`src/hdl/lupf_pkg.sv`:
```
// ----------------------------------------------------------------------------
// lupf_pkg
// Types, constants and helper functions for the location URL private filter.
// ----------------------------------------------------------------------------
package lupf_pkg;

	localparam int MAX_URL_LEN = 512;
	localparam int CNT_W       = $clog2(MAX_URL_LEN + 2);

	typedef logic [CNT_W-1:0] cnt_t;

	localparam cnt_t CNT_SAT = CNT_W'(MAX_URL_LEN + 1);
	localparam cnt_t CNT_MAX = CNT_W'(MAX_URL_LEN);

	typedef enum logic [2:0] {
		PH_PREFIX = 3'b001,
		PH_AUTH   = 3'b010,
		PH_REST   = 3'b100
	} phase_t;

	typedef enum logic [3:0] {
		PS_NONE   = 4'b0001,
		PS_COLON  = 4'b0010,
		PS_DIGITS = 4'b0100,
		PS_BAD    = 4'b1000
	} pstat_t;

	typedef enum logic [2:0] {
		VC_OK         = 3'd0,
		VC_TOO_LONG   = 3'd1,
		VC_BAD_SCHEME = 3'd2,
		VC_EMPTY_AUTH = 3'd3,
		VC_BAD_PORT   = 3'd4,
		VC_EMPTY_HOST = 3'd5,
		VC_NOT_IPV4   = 3'd6,
		VC_PUBLIC     = 3'd7
	} verdict_t;

	localparam logic [15:0] DEFAULT_PORT = 16'd80;
	localparam logic [16:0] PORT_SAT     = 17'd65536;
	localparam logic [16:0] PORT_MAX     = 17'd65535;

	typedef struct packed {
		logic [31:0] addr;
		logic [9:0]  accum;
		logic [2:0]  digits;
		logic [2:0]  index;
		logic        bad;
	} host_t;

	typedef struct packed {
		cnt_t        char_count;
		phase_t      phase;
		logic        scheme_match;
		host_t       host;
		logic        auth_ne;
		logic        host_ne;
		logic [16:0] port_accum;
		pstat_t      port_status;
	} parse_state_t;

	typedef struct packed {
		verdict_t    code;
		logic [31:0] addr;
		logic [15:0] port;
	} verdict_res_t;

	function automatic parse_state_t state_reset();
		parse_state_t s;
		s              = '0;
		s.phase        = PH_PREFIX;
		s.scheme_match = 1'b1;
		s.port_status  = PS_NONE;
		return s;
	endfunction

	function automatic logic [7:0] scheme_char(logic [2:0] pos);
		logic [7:0] c;
		case (pos)
			3'd0: c = 8'h68;
			3'd1: c = 8'h74;
			3'd2: c = 8'h74;
			3'd3: c = 8'h70;
			3'd4: c = 8'h3a;
			3'd5: c = 8'h2f;
			3'd6: c = 8'h2f;
			default: c = 8'h00;
		endcase
		return c;
	endfunction

	function automatic host_t host_close(host_t h);
		host_t r;
		r = h;
		if (!h.bad) begin
			if (h.digits == 3'd0 || h.digits > 3'd3 || h.index > 3'd3 ||
			    h.accum > 10'd255) begin
				r.bad = 1'b1;
			end else begin
				r.addr   = {h.addr[23:0], h.accum[7:0]};
				r.index  = h.index + 3'd1;
				r.accum  = '0;
				r.digits = '0;
			end
		end
		return r;
	endfunction

endpackage

```
`src/hdl/lupf_step.sv`:
```
// ----------------------------------------------------------------------------
// lupf_step
// Per-byte parser update and end-of-URL verdict, purely combinational.
// ----------------------------------------------------------------------------
module lupf_step
	import lupf_pkg::*;
(
	input  parse_state_t st,
	input  logic [7:0]   url_byte,
	output parse_state_t st_next,
	output verdict_res_t res
);

	logic        is_digit;
	logic [3:0]  digit;
	logic [19:0] port_mul;
	host_t       host_fin;

	assign is_digit = (url_byte >= 8'h30) && (url_byte <= 8'h39);
	assign digit    = url_byte[3:0];
	assign port_mul = {3'b000, st.port_accum} * 20'd10 + {16'h0000, digit};

	always_comb begin
		st_next = st;
		if (st.char_count < CNT_SAT) begin
			st_next.char_count = st.char_count + 1'b1;
		end
		case (st.phase)
			PH_PREFIX: begin
				if (url_byte != scheme_char(st.char_count[2:0])) begin
					st_next.scheme_match = 1'b0;
				end
				if (st.char_count >= CNT_W'(6)) begin
					st_next.phase = PH_AUTH;
				end
			end
			PH_AUTH: begin
				if (url_byte == 8'h2f || url_byte == 8'h3f || url_byte == 8'h23) begin
					st_next.phase = PH_REST;
				end else begin
					st_next.auth_ne = 1'b1;
					if (st.port_status != PS_NONE) begin
						if (st.port_status != PS_BAD) begin
							if (is_digit) begin
								st_next.port_status = PS_DIGITS;
								if (port_mul > {3'b000, PORT_SAT}) begin
									st_next.port_accum = PORT_SAT;
								end else begin
									st_next.port_accum = port_mul[16:0];
								end
							end else begin
								st_next.port_status = PS_BAD;
							end
						end
					end else if (url_byte == 8'h3a) begin
						st_next.port_status = PS_COLON;
					end else begin
						st_next.host_ne = 1'b1;
						if (!st.host.bad) begin
							if (is_digit) begin
								if (st.host.digits < 3'd3) begin
									st_next.host.accum = st.host.accum * 10'd10 +
										{6'b000000, digit};
								end
								if (st.host.digits < 3'd4) begin
									st_next.host.digits = st.host.digits + 3'd1;
								end
								if (st.host.digits >= 3'd3) begin
									st_next.host.bad = 1'b1;
								end
							end else if (url_byte == 8'h2e) begin
								st_next.host = host_close(st.host);
							end else begin
								st_next.host.bad = 1'b1;
							end
						end
					end
				end
			end
			default: ;
		endcase
	end

	// verdict on the updated state
	assign host_fin = host_close(st_next.host);

	always_comb begin
		res = '{code: VC_OK, addr: 32'h0, port: 16'h0};
		if (st_next.char_count > CNT_MAX) begin
			res.code = VC_TOO_LONG;
		end else if (st_next.char_count <= CNT_W'(7) || !st_next.scheme_match) begin
			res.code = VC_BAD_SCHEME;
		end else if (!st_next.auth_ne) begin
			res.code = VC_EMPTY_AUTH;
		end else if (st_next.port_status != PS_NONE &&
		             (st_next.port_status != PS_DIGITS || st_next.port_accum == 17'd0 ||
		              st_next.port_accum > PORT_MAX)) begin
			res.code = VC_BAD_PORT;
		end else begin
			res.port = (st_next.port_status == PS_NONE) ? DEFAULT_PORT :
				st_next.port_accum[15:0];
			if (!st_next.host_ne) begin
				res.code = VC_EMPTY_HOST;
			end else if (host_fin.bad || host_fin.index != 3'd4) begin
				res.code = VC_NOT_IPV4;
			end else begin
				res.addr = host_fin.addr;
				if (host_fin.addr[31:24] == 8'd10 ||
				    (host_fin.addr[31:24] == 8'd172 && host_fin.addr[23:16] >= 8'd16 &&
				     host_fin.addr[23:16] <= 8'd31) ||
				    (host_fin.addr[31:24] == 8'd192 && host_fin.addr[23:16] == 8'd168) ||
				    (host_fin.addr[31:24] == 8'd169 && host_fin.addr[23:16] == 8'd254)) begin
					res.code = VC_OK;
				end else begin
					res.code = VC_PUBLIC;
				end
			end
		end
	end

endmodule

```
`src/hdl/location_url_private_filter.sv`:
```
// ----------------------------------------------------------------------------
// location_url_private_filter
// Streams a location URL byte by byte and gives one verdict per URL: http
// scheme, valid port and a dotted-quad host inside a private IPv4 range.
// ----------------------------------------------------------------------------
// the tlast byte is registered at input, its verdict in the result register
// throughput: one byte per cycle, set by the single input and result register,
// but the input holds, only while a verdict waits in the result register
// reset: arst_n clears the stage valids and all parser state at once
// parser state returns to its reset values after every last byte
module location_url_private_filter
	import lupf_pkg::*;
(
	input  logic        clk,
	input  logic        arst_n,
	input  logic        s_tvalid,
	output logic        s_tready,
	input  logic [7:0]  s_tdata,   // [7:0] url_byte
	input  logic        s_tlast,   // last_byte
	output logic        m_tvalid,
	input  logic        m_tready,
	output logic [55:0] m_tdata    // [0] accepted, [3:1] verdict_code,
	                               // [35:4] host_address, [51:36] port_number
);

	logic         valid_s1;
	logic [7:0]   byte_s1;
	logic         last_s1;
	parse_state_t state_q;
	parse_state_t state_next;
	verdict_res_t res;
	logic         adv;
	logic         m_valid_q;
	logic [55:0]  m_data_q;

	assign adv      = valid_s1 && (!last_s1 || !m_valid_q || m_tready);
	assign s_tready = !valid_s1 || adv;

	lupf_step u_step (
		.st       (state_q),
		.url_byte (byte_s1),
		.st_next  (state_next),
		.res      (res)
	);

	always_ff @(posedge clk or negedge arst_n) begin
		if (!arst_n) begin
			valid_s1 <= 1'b0;
		end else if (s_tready) begin
			valid_s1 <= s_tvalid;
		end
	end

	always_ff @(posedge clk) begin
		if (s_tvalid && s_tready) begin
			byte_s1 <= s_tdata;
			last_s1 <= s_tlast;
		end
	end

	always_ff @(posedge clk or negedge arst_n) begin
		if (!arst_n) begin
			state_q <= state_reset();
		end else if (adv) begin
			state_q <= last_s1 ? state_reset() : state_next;
		end
	end

	always_ff @(posedge clk or negedge arst_n) begin
		if (!arst_n) begin
			m_valid_q <= 1'b0;
		end else if (adv && last_s1) begin
			m_valid_q <= 1'b1;
		end else if (m_tready) begin
			m_valid_q <= 1'b0;
		end
	end

	always_ff @(posedge clk) begin
		if (adv && last_s1) begin
			m_data_q <= {4'h0, res.port, res.addr, res.code, res.code == VC_OK};
		end
	end

	assign m_tvalid = m_valid_q;
	assign m_tdata  = m_data_q;

	a_verdict_shown: assert property (@(posedge clk) disable iff (!arst_n)
		adv && last_s1 |=> m_tvalid)
		else $error("verdict not shown after last byte");

	a_stall_cause: assert property (@(posedge clk) disable iff (!arst_n)
		!s_tready |-> valid_s1 && last_s1 && m_valid_q && !m_tready)
		else $error("input stalled without a waiting verdict");

	a_state_cleared: assert property (@(posedge clk) disable iff (!arst_n)
		adv && last_s1 |=> state_q.char_count == '0 && state_q.phase == PH_PREFIX &&
			state_q.port_status == PS_NONE)
		else $error("parser state not cleared after verdict");

	a_accept_code: assert property (@(posedge clk) disable iff (!arst_n)
		m_tvalid |-> m_tdata[0] == (m_tdata[3:1] == VC_OK))
		else $error("accepted flag disagrees with verdict code");

endmodule
```
`config.mk`:
```
export PLATFORM = sky130hd
export DESIGN_NAME = location_url_private_filter
export DESIGN_NICKNAME = d
export VERILOG_FILES = /design/src/hdl/lupf_pkg.sv /design/src/hdl/lupf_step.sv /design/src/hdl/location_url_private_filter.sv
export SDC_FILE = /design/constraint.sdc
export NUM_CORES = 1
export LEC_CHECK = 0
export BUFFER_PORTS_ARGS = -buffer_cell sky130_fd_sc_hd__buf_2
export CORE_MARGIN = 3
export CORE_UTILIZATION = 30
export DETAILED_ROUTE_END_ITERATION = 7
export GPL_TIMING_DRIVEN = 0
export PLACE_DENSITY_LB_ADDON = 0.08
export SETUP_SLACK_MARGIN = 0.05
export SLEW_MARGIN = 25
export SYNTH_ARGS = -nofsm -noshare
export SYNTH_HDL_FRONTEND = slang
export SYNTH_HIERARCHICAL = 1
export SYNTH_SLANG_ARGS = --single-unit
```
`constraint.sdc`:
```
create_clock -name clk -period 4.6 [get_ports clk]
set_clock_uncertainty 0.05 [all_clocks]
set_input_delay 0.69 -clock clk [delete_from_list [all_inputs] [get_ports clk]]
set_output_delay 0.69 -clock clk [all_outputs]
set_load 0.01 [all_outputs]
```
Word-level counts from Yosys, hierarchy flattened
Cells that the tools add are included.

word-level totals
  output and inout bits = 58
  bits in registers = 149
  bits of input ports = 13

cells by class
  magnitude comparators = 19
  $add $sub $neg = 6
  eq/ne operators = 28
  multipliers = 2
  bitwise logic cells = 2
  multiplexer cells = 47
  reduce and logical (&&, ||, !) cells = 44

operator list
  operator                                               number
  two-way mux 49 bit                                     4
  two-way mux 48 bit                                     3
  two-way mux 72 bit                                     2
  two-way mux 86 bit                                     1
  two-way mux 17 bit                                     3
  == test 8 x 6 -> 1 bit (second input constant)         5
  == test 8 bit (second input constant)                  5
  case mux 7 bit (5 select lines)                        1
  two-way mux 3 bit                                      11
  two-way mux 32 bit                                     1
  two-way mux 21 bit                                     1
  adder 20 x 4 -> 20 bit                                 1
  > comparator 10 x 8 -> 1 bit (second input constant)   2
  > comparator 20 x 17 -> 1 bit (second input constant)  1
  two-way mux 10 bit                                     2
  multiplier 17 x 3 -> 19 bit (second input constant)    1
  logical OR 1 bit                                       18
  > comparator 17 x 16 -> 1 bit (second input constant)  1
  zero test 17 bit                                       1
  two-way mux 13 bit                                     1
  > comparator 3 x 2 -> 1 bit (second input constant)    4
  zero test 3 bit                                        4
  two-way mux 4 bit                                      3
  two-way mux 1 bit                                      11
  39 further kinds                                       61

Longest topological paths before layout
Gate-level depths: netlist of run 1.

  depth after elaboration = 32
  mapped depth = 17
  mapped depth without buffers = 15

Modules after synthesis
Netlist of run 1, hierarchy kept.

modules (own cells, without submodules)
  module                       area an instance (µm²)  times used  cells an instance
  location_url_private_filter  6,881.6                 1           564
  lupf_step                    4,677.0                 1           687

Worst setup path after synthesis of run 1
No wires, ideal clock.

  path type = register -> register
  from = register byte_s1[3]
  to = register m_data_q[0] (netlist: m_tdata[0]) (data pin)
  stages on the path, launching flop included = 17
  buffers on the path = 4
  setup slack = -346 ps
  library setup time = 260 ps
  data required time = 4,290 ps
  data arrival time = 4,636 ps
  period minus slack after synthesis = 4,946 ps
  cell sequence = edfxtp_1 -> buf_2 -> and4bb_1 -> a2111o_1 -> nor3_1 -> nand2_1 -> buf_1 -> buf_1 -> clkbuf_1 -> mux2_2 -> ha_1 -> nand3b_1 -> or4_4 -> o41ai_2 -> or4b_1 -> o211ai_2 -> nor3_1

RTL lines
  element                 RTL line                           source
  start, declared         location_url_private_filter.sv:27  logic [7:0] byte_s1;
  start signal, assigned  location_url_private_filter.sv:56  byte_s1 <= s_tdata;
  end signal, assigned    location_url_private_filter.sv:81  m_data_q <= {4'h0, res.port, res.addr, res.code, res.code == VC_OK};
  end, declared           location_url_private_filter.sv:34  logic [55:0] m_data_q;

==> impl_metrics.ini, run 1 <==
[power_and_ir_drop]
power_leakage_nw = 5.59
p_sw_frac = 0.306
ir_worst_vdd_mv = 0.275
p_comb_frac = 0.188
power-per-cell-area_nw_per_um2 = 265
clkPwrFrac = 0.411
switchingPower_mw = 1.09
seqPwrFrac = 0.401
internal-power_mw = 2.48

[layout]
final_cells = 1799
syn_to_final_growth_pct = 21.7
diodes = 0
final_nets = 1400
design_area_sq_um = 13400
drive_gt1_frac = 0.235

[routing]
first_pass_iters = 5
drtAntennaViolNets = 0
post_drt_via_cell_ratio = 5.41
dr_wl_met3_um = 1060
wl_met2_um = 16300
top_layer_used = met4
drt-total-wl_um = 35500
wl_met1_um = 17700
first_iter_violations = 471
wl_per_cell_um = 19.7
routed-via-count = 9741
drc = 0

[cts]
clock_sinks = 141
numCtsBuffers = 17
root_buffer = clkbuf_16
cts.hold.buffers_added = 0
clk_pin_slew_ns = 0.07
worstSkewPairLatency_ns = 0.44
cts_tree = yes
clk_path_buf_depth = 2
htree_levels = 4

[critical_path]
reg2reg_to = m_tdata[0]$_DFFE_PP_
path_delay_family = simple AND/OR/NAND/NOR gates
rr_worst_depth = 14
r2r_setup_slack_ns = 0.01
cp_max_fo = 4
crit_type = register to register
path_buf_inv = 1
critical_path_arrival_ns = 4.72
crit_top_cell = ha_4
endpoint_kind = register
start_kind = register
path_cells = ha_4 -> ha_4 -> inv_2 -> fa_2 -> xor2_2 -> or3b_4 -> o31ai_4 -> a31oi_4 -> or4b_1 -> or4_4 -> o41ai_4 -> or4b_4 -> o211ai_4 -> nor3_2
slowest_delay_ns = 0.54
r2r_start = state_q[31]$_DFFE_PN0P_
cp_slowest_cell = or4_4
worst-endpoint-required_ns = 4.73

[placement]
place_area_sq_um = 12100
hpwl_um = 25700
dpl.cell_count = 1735
gp_congestion = 0.822
io_buffers = 65

[sta]
maxSlewViolCount = 0
slew_headroom = 0.519
fin_crit_sh = 0.998
setup-violations-final = 0
max_freq_mhz = 218
hold_viol = 0
rsz0062_at_grt = true
period_minus_slack_ns = 4.59
tightest_slew_ns = 0.720

[yosys]
yosysWarnings = 6
netlist_instances = 1203
syn_avg_cell_area_sq_um = 9.18
netlist_area_sq_um = 11000

[floorplan]
die_area_sq_um = 39200
core_area_sq_um = 35900
io_pins = 71
initial_core_util = 0.308
rows = 69
die_y_um = 198
die_w_um = 198

[hold_path]
hp-class = input port to async pin

[grt]
first_global_vias = 9574
gr-total-overflow = 0
grt_pass1_wl_um = 55900
grt_usage = 0.182
grt_max_degree = 51
antenna_found_initial = 0

[outcome]
status = finished clean

[job]
maxCapViolCount = 0
[registers in the layout (all words and copies together), names as in the netlist]
name	cells
m_tdata	52
byte_s1	8
valid_s1	1
m_tvalid	1
last_s1	1
state_q	78
[repair_timing]
action	in CTS	in global routing
resized for setup	67	56
setup buffers	22	14
hold endpoints to repair	0	0
setup endpoints to repair	68	62
pin swaps	20	17
[through the flow]
| stage | setup WS (ns) | total power [mW] | util | hold slack, ns | setup TNS (ns) |
|---|---|---|---|---|---|
| 2_1_floorplan | 0.0541 | 1.86 | - | 0.344 | 0 |
| 3_3_place_gp | -1.18 | 2.08 | 0.334 | 0.450 | -92.18 |
| 3_5_place_dp | -1.21 | 2.09 | 0.336 | 0.459 | -58.35 |
| 4_1_cts | -0.0524 | 3.58 | 0.366 | 0.0904 | -0.0524 |
| 5_1_grt | -0.113 | 3.74 | 0.374 | 0.0985 | -0.323 |
| 6_report | 0.0112 | 3.57 | 0.374 | 0.0998 | 0 |
[how the worst max path moves through the flow]
stage	from	to	slack, ns	cells after the start
after floorplan	state_q[31]$_DFFE_PN0P_	m_tdata[0]$_DFFE_PP_	0.05	13
after global placement	state_q[5]$_DFFE_PN0P_	m_tdata[44]$_DFFE_PP_	-1.18	16
after detailed placement	state_q[5]$_DFFE_PN0P_	m_tdata[44]$_DFFE_PP_	-1.21	16
after CTS	state_q[31]$_DFFE_PN0P_	m_tdata[0]$_DFFE_PP_	-0.05	14
after global routing	byte_s1[3]$_DFFE_PP_	m_tdata[0]$_DFFE_PP_	-0.11	15
final	state_q[31]$_DFFE_PN0P_	m_tdata[0]$_DFFE_PP_	0.01	14
[area by class of cell]
class | count | area, sq um
Clock buffer | 19 | 453
Multi-Input combinational cell | 941 | 7030
Fill cell | 3632 | 22500
Inverter | 31 | 116
Sequential cell | 141 | 3850
Timing Repair Buffer | 104 | 702
Tap cell | 461 | 577
Buffer | 89 | 571
Clock inverter | 13 | 155
[layer usage]
layer	vias to the layer above	global-route usage
met5	-	0
met4	0	0.0427
met2	173	0.291
li1	4721	-
met3	29	0.0267
met1	4818	0.261
[placed cells by master (no fill, tap or decap), drive strengths merged, types with 5 or more instances in the layout]
cell type / instances
nor2: 44
a21oi: 41
ha: 58
nor4: 15
nand2b: 83
nor2b: 9
xnor2: 30
nand4b: 79
o21ai: 34
a21o: 9
or4b: 6
nor3: 54
nand3: 140
dfrtp: 77
inv: 35
nor3b: 6
or3: 5
and3: 6
nand2: 73
clkbuf: 57
buf: 155
mux2: 29
xor2: 16
nand4: 6
clkinv: 5
edfxtp: 61
o211ai: 12
or4: 6
nand3b: 79
a211oi: 8
[power by group through the flow]
stage	Clock (mW)	Combinational [mW]	Sequential, mW
finish	1.47	0.670	1.43
global route	1.56	0.737	1.44
CTS	1.50	0.648	1.43
detailed placement	0	0.628	1.46
global placement	0	0.616	1.46
floorplan	0	0.413	1.45
(Power assumes the default switching activity.)
==> run 2: changes to the inputs <==
- ABC_AREA: default -> 1
- BUFFER_PORTS_ARGS: -buffer_cell sky130_fd_sc_hd__buf_2 -> default
- DONT_BUFFER_PORTS: default -> 1
==> impl_metrics.ini, run 2 <==
[yosys]
yosysTopAreaCellShare = 0.205
synth_area_leaders = nand2_1 20%, dfrtp_1 19%, edfxtp_1 17%
netlist_area_sq_um = 10900
async_flop_share = 0.591
ys_seq_elements = 149
syn_avg_cell_area_sq_um = 7.09
seq_area_frac_synth = 0.370
synthDistinctLibCells = 49
synth_compound_area_frac = 0.0583
yosysTopAreaCell = nand2_1
yosys.area_share.adder = 0.0738
synth_most_common_cell = nand2_1
synth_mux_area_frac = 0.00515
synth-simple-area-share = 0.381
netlist_top_cells_count = 596 x nand2_1, 181 x inv_1, 101 x nor2_1
netlist_instances = 1540
synth_top_family_by_area = simple AND/OR/NAND/NOR gates
ys.flop_type = dfrtp_1
yosysWarnings = 6
yosys.area_share.xor_xnor = 0.0215
synth_edf_count = 61

[layout]
drive_gt1_frac = 0.210
top_register = state_q
postLayoutCoreUtil = 0.371
final_common_cell = nand2_1
syn_to_final_growth_pct = 21.2
largest_reg_flops = 86
diodes = 0
final_cells = 2085
layout_common_cells = 563 x nand2_1, 177 x inv_1, 83 x nor2_1
design_area_sq_um = 13200
final_nets = 1686

[critical_path]
endpoint_kind = register
reg2reg_to = m_tdata[15]$_DFFE_PP_
startpoint = state_q[7]$_DFFE_PN0P_
r2r_setup_slack_ns = 0.27
worst-endpoint-required_ns = 4.73
slowest_delay_ns = 0.59
start_kind = register
critPathCapture = m_tdata[15]$_DFFE_PP_
critical_path_arrival_ns = 4.46
cp_max_fo = 6
r2r_start = state_q[7]$_DFFE_PN0P_
cp_slowest_cell = fa_2
crit_type = register to register
crit_top_cell = nand2_1
rr_worst_depth = 28

[cts]
clk_pin_slew_ns = 0.07
worstSkewPairLatency_ns = 0.45
clk_path_buf_depth = 2
htree_levels = 4
root_buffer = clkbuf_16
clock_sinks = 149
cts_tree = yes
numCtsBuffers = 17

[routing]
wl_per_cell_um = 16.0
post_drt_via_cell_ratio = 4.73
drc = 0
first_pass_iters = 5
drt-total-wl_um = 33400
first_iter_violations = 555
drtAntennaViolNets = 0
routed-via-count = 9859

[grt]
gr-total-overflow = 0
antenna_found_initial = 0
grt_max_degree = 86
grt_pass1_wl_um = 53100
first_global_vias = 9441
grt_usage = 0.175

[power_and_ir_drop]
p_comb_frac = 0.152
clkPwrFrac = 0.414
power-per-cell-area_nw_per_um2 = 262
ir_worst_vdd_mv = 0.275
p_sw_frac = 0.311
power_leakage_nw = 6.65
internal-power_mw = 2.39
seqPwrFrac = 0.435
switchingPower_mw = 1.08

[sta]
maxSlewViolCount = 0
tightest_slew_ns = 0.721
max_freq_mhz = 231
slew_headroom = 0.514
period_minus_slack_ns = 4.33
setup-violations-final = 0
hold_viol = 0
fin_crit_sh = 0.941
rsz0062_at_grt = true
setup_tns_ns = 0

[placement]
gp_congestion = 0.833
dpl.cell_count = 2005
place_area_sq_um = 11500
hpwl_um = 25000
io_buffers = 0

[floorplan]
io_pins = 71
die_y_um = 197
die_w_um = 197
rows = 69
die_area_sq_um = 38700
initial_core_util = 0.306
core_area_sq_um = 35700

[job]
maxCapViolCount = 0

[hold_path]
hp-class = input port to async pin

[outcome]
status = finished clean
## run 2: final cells by class
| class | count | area [sq um] |
|---|---|---|
| inverters | 185 | 697 |
| clock buffers | 17 | 425 |
| flip-flops and latches | 149 | 4060 |
| multi-input cells | 1164 | 6520 |
| repair buffers | 51 | 498 |
| fillers | 3799 | 22500 |
| well taps | 461 | 577 |
| clock inverters | 15 | 164 |
| plain buffers | 43 | 304 |
## run 2: how the worst min path moves through the flow
stage / startpoint / endpoint / slack, ns
after CTS: arst_n / state_q[72]$_DFFE_PN1P_ / 0.01
after global placement: arst_n / state_q[38]$_DFFE_PN0P_ / 0.35
after detailed placement: arst_n / state_q[38]$_DFFE_PN0P_ / 0.35
final: arst_n / state_q[72]$_DFFE_PN1P_ / 0.03
after global routing: arst_n / state_q[72]$_DFFE_PN1P_ / 0.008
after floorplan: arst_n / m_tvalid$_DFFE_PN0P_ / 0.34
## run 2: kinds of logic after synthesis
kind of cell | after synthesis
flip-flops | 149
multiplexers | 5
AO/OA/AOI/OAI | 115
adder cells (fa/ha/maj) | 62
other | 1
AND/OR/NAND/NOR | 952
XOR/XNOR | 26
buffers and inverters | 230
## run 2: worst max-delay path: cells and delay by family, from the launching register on
family | cells | cell delay (ns)
flip-flops | 1 | 0.42
adder cells (fa/ha/maj) | 3 | 1.01
buffers and inverters | 4 | 0.48
AO/OA/AOI/OAI | 1 | 0.23
AND/OR/NAND/NOR | 20 | 1.88
## run 2: metal layers
| layer | GRT usage | wire, um |
|---|---|---|
| met5 | 0 | 0 |
| met1 | 0.258 | 17000 |
| met4 | 0.0507 | 615 |
| met3 | 0.0263 | 1080 |
| met2 | 0.265 | 14700 |
## run 2: per-stage QoR
step	hold slack (ns)	power [mW]	worst slack [ns]
after CTS	0.0106	3.49	0.0232
after floorplan	0.344	1.87	0.616
after detailed placement	0.352	2.01	-0.431
final	0.0310	3.47	0.272
after global routing	0.00826	3.66	-0.0182
after global placement	0.350	2.00	-0.478
## run 2: timing repair
action	in CTS	in global routing
gates cloned	1	2
buffers inserted	13	33
pin swaps	8	52
endpoints found under the hold margin	85	0
endpoints found under the setup margin	51	52
resized for setup	25	164
hold buffers	1	0
## run 2: power by group through the flow
stage               Clock (mW)  Sequential [mW]  Combinational [mW]
floorplan                    0             1.52               0.353
global placement             0             1.54               0.464
detailed placement           0             1.54               0.470
CTS                       1.48             1.51               0.499
global route              1.54             1.52               0.597
finish                    1.43             1.51               0.526
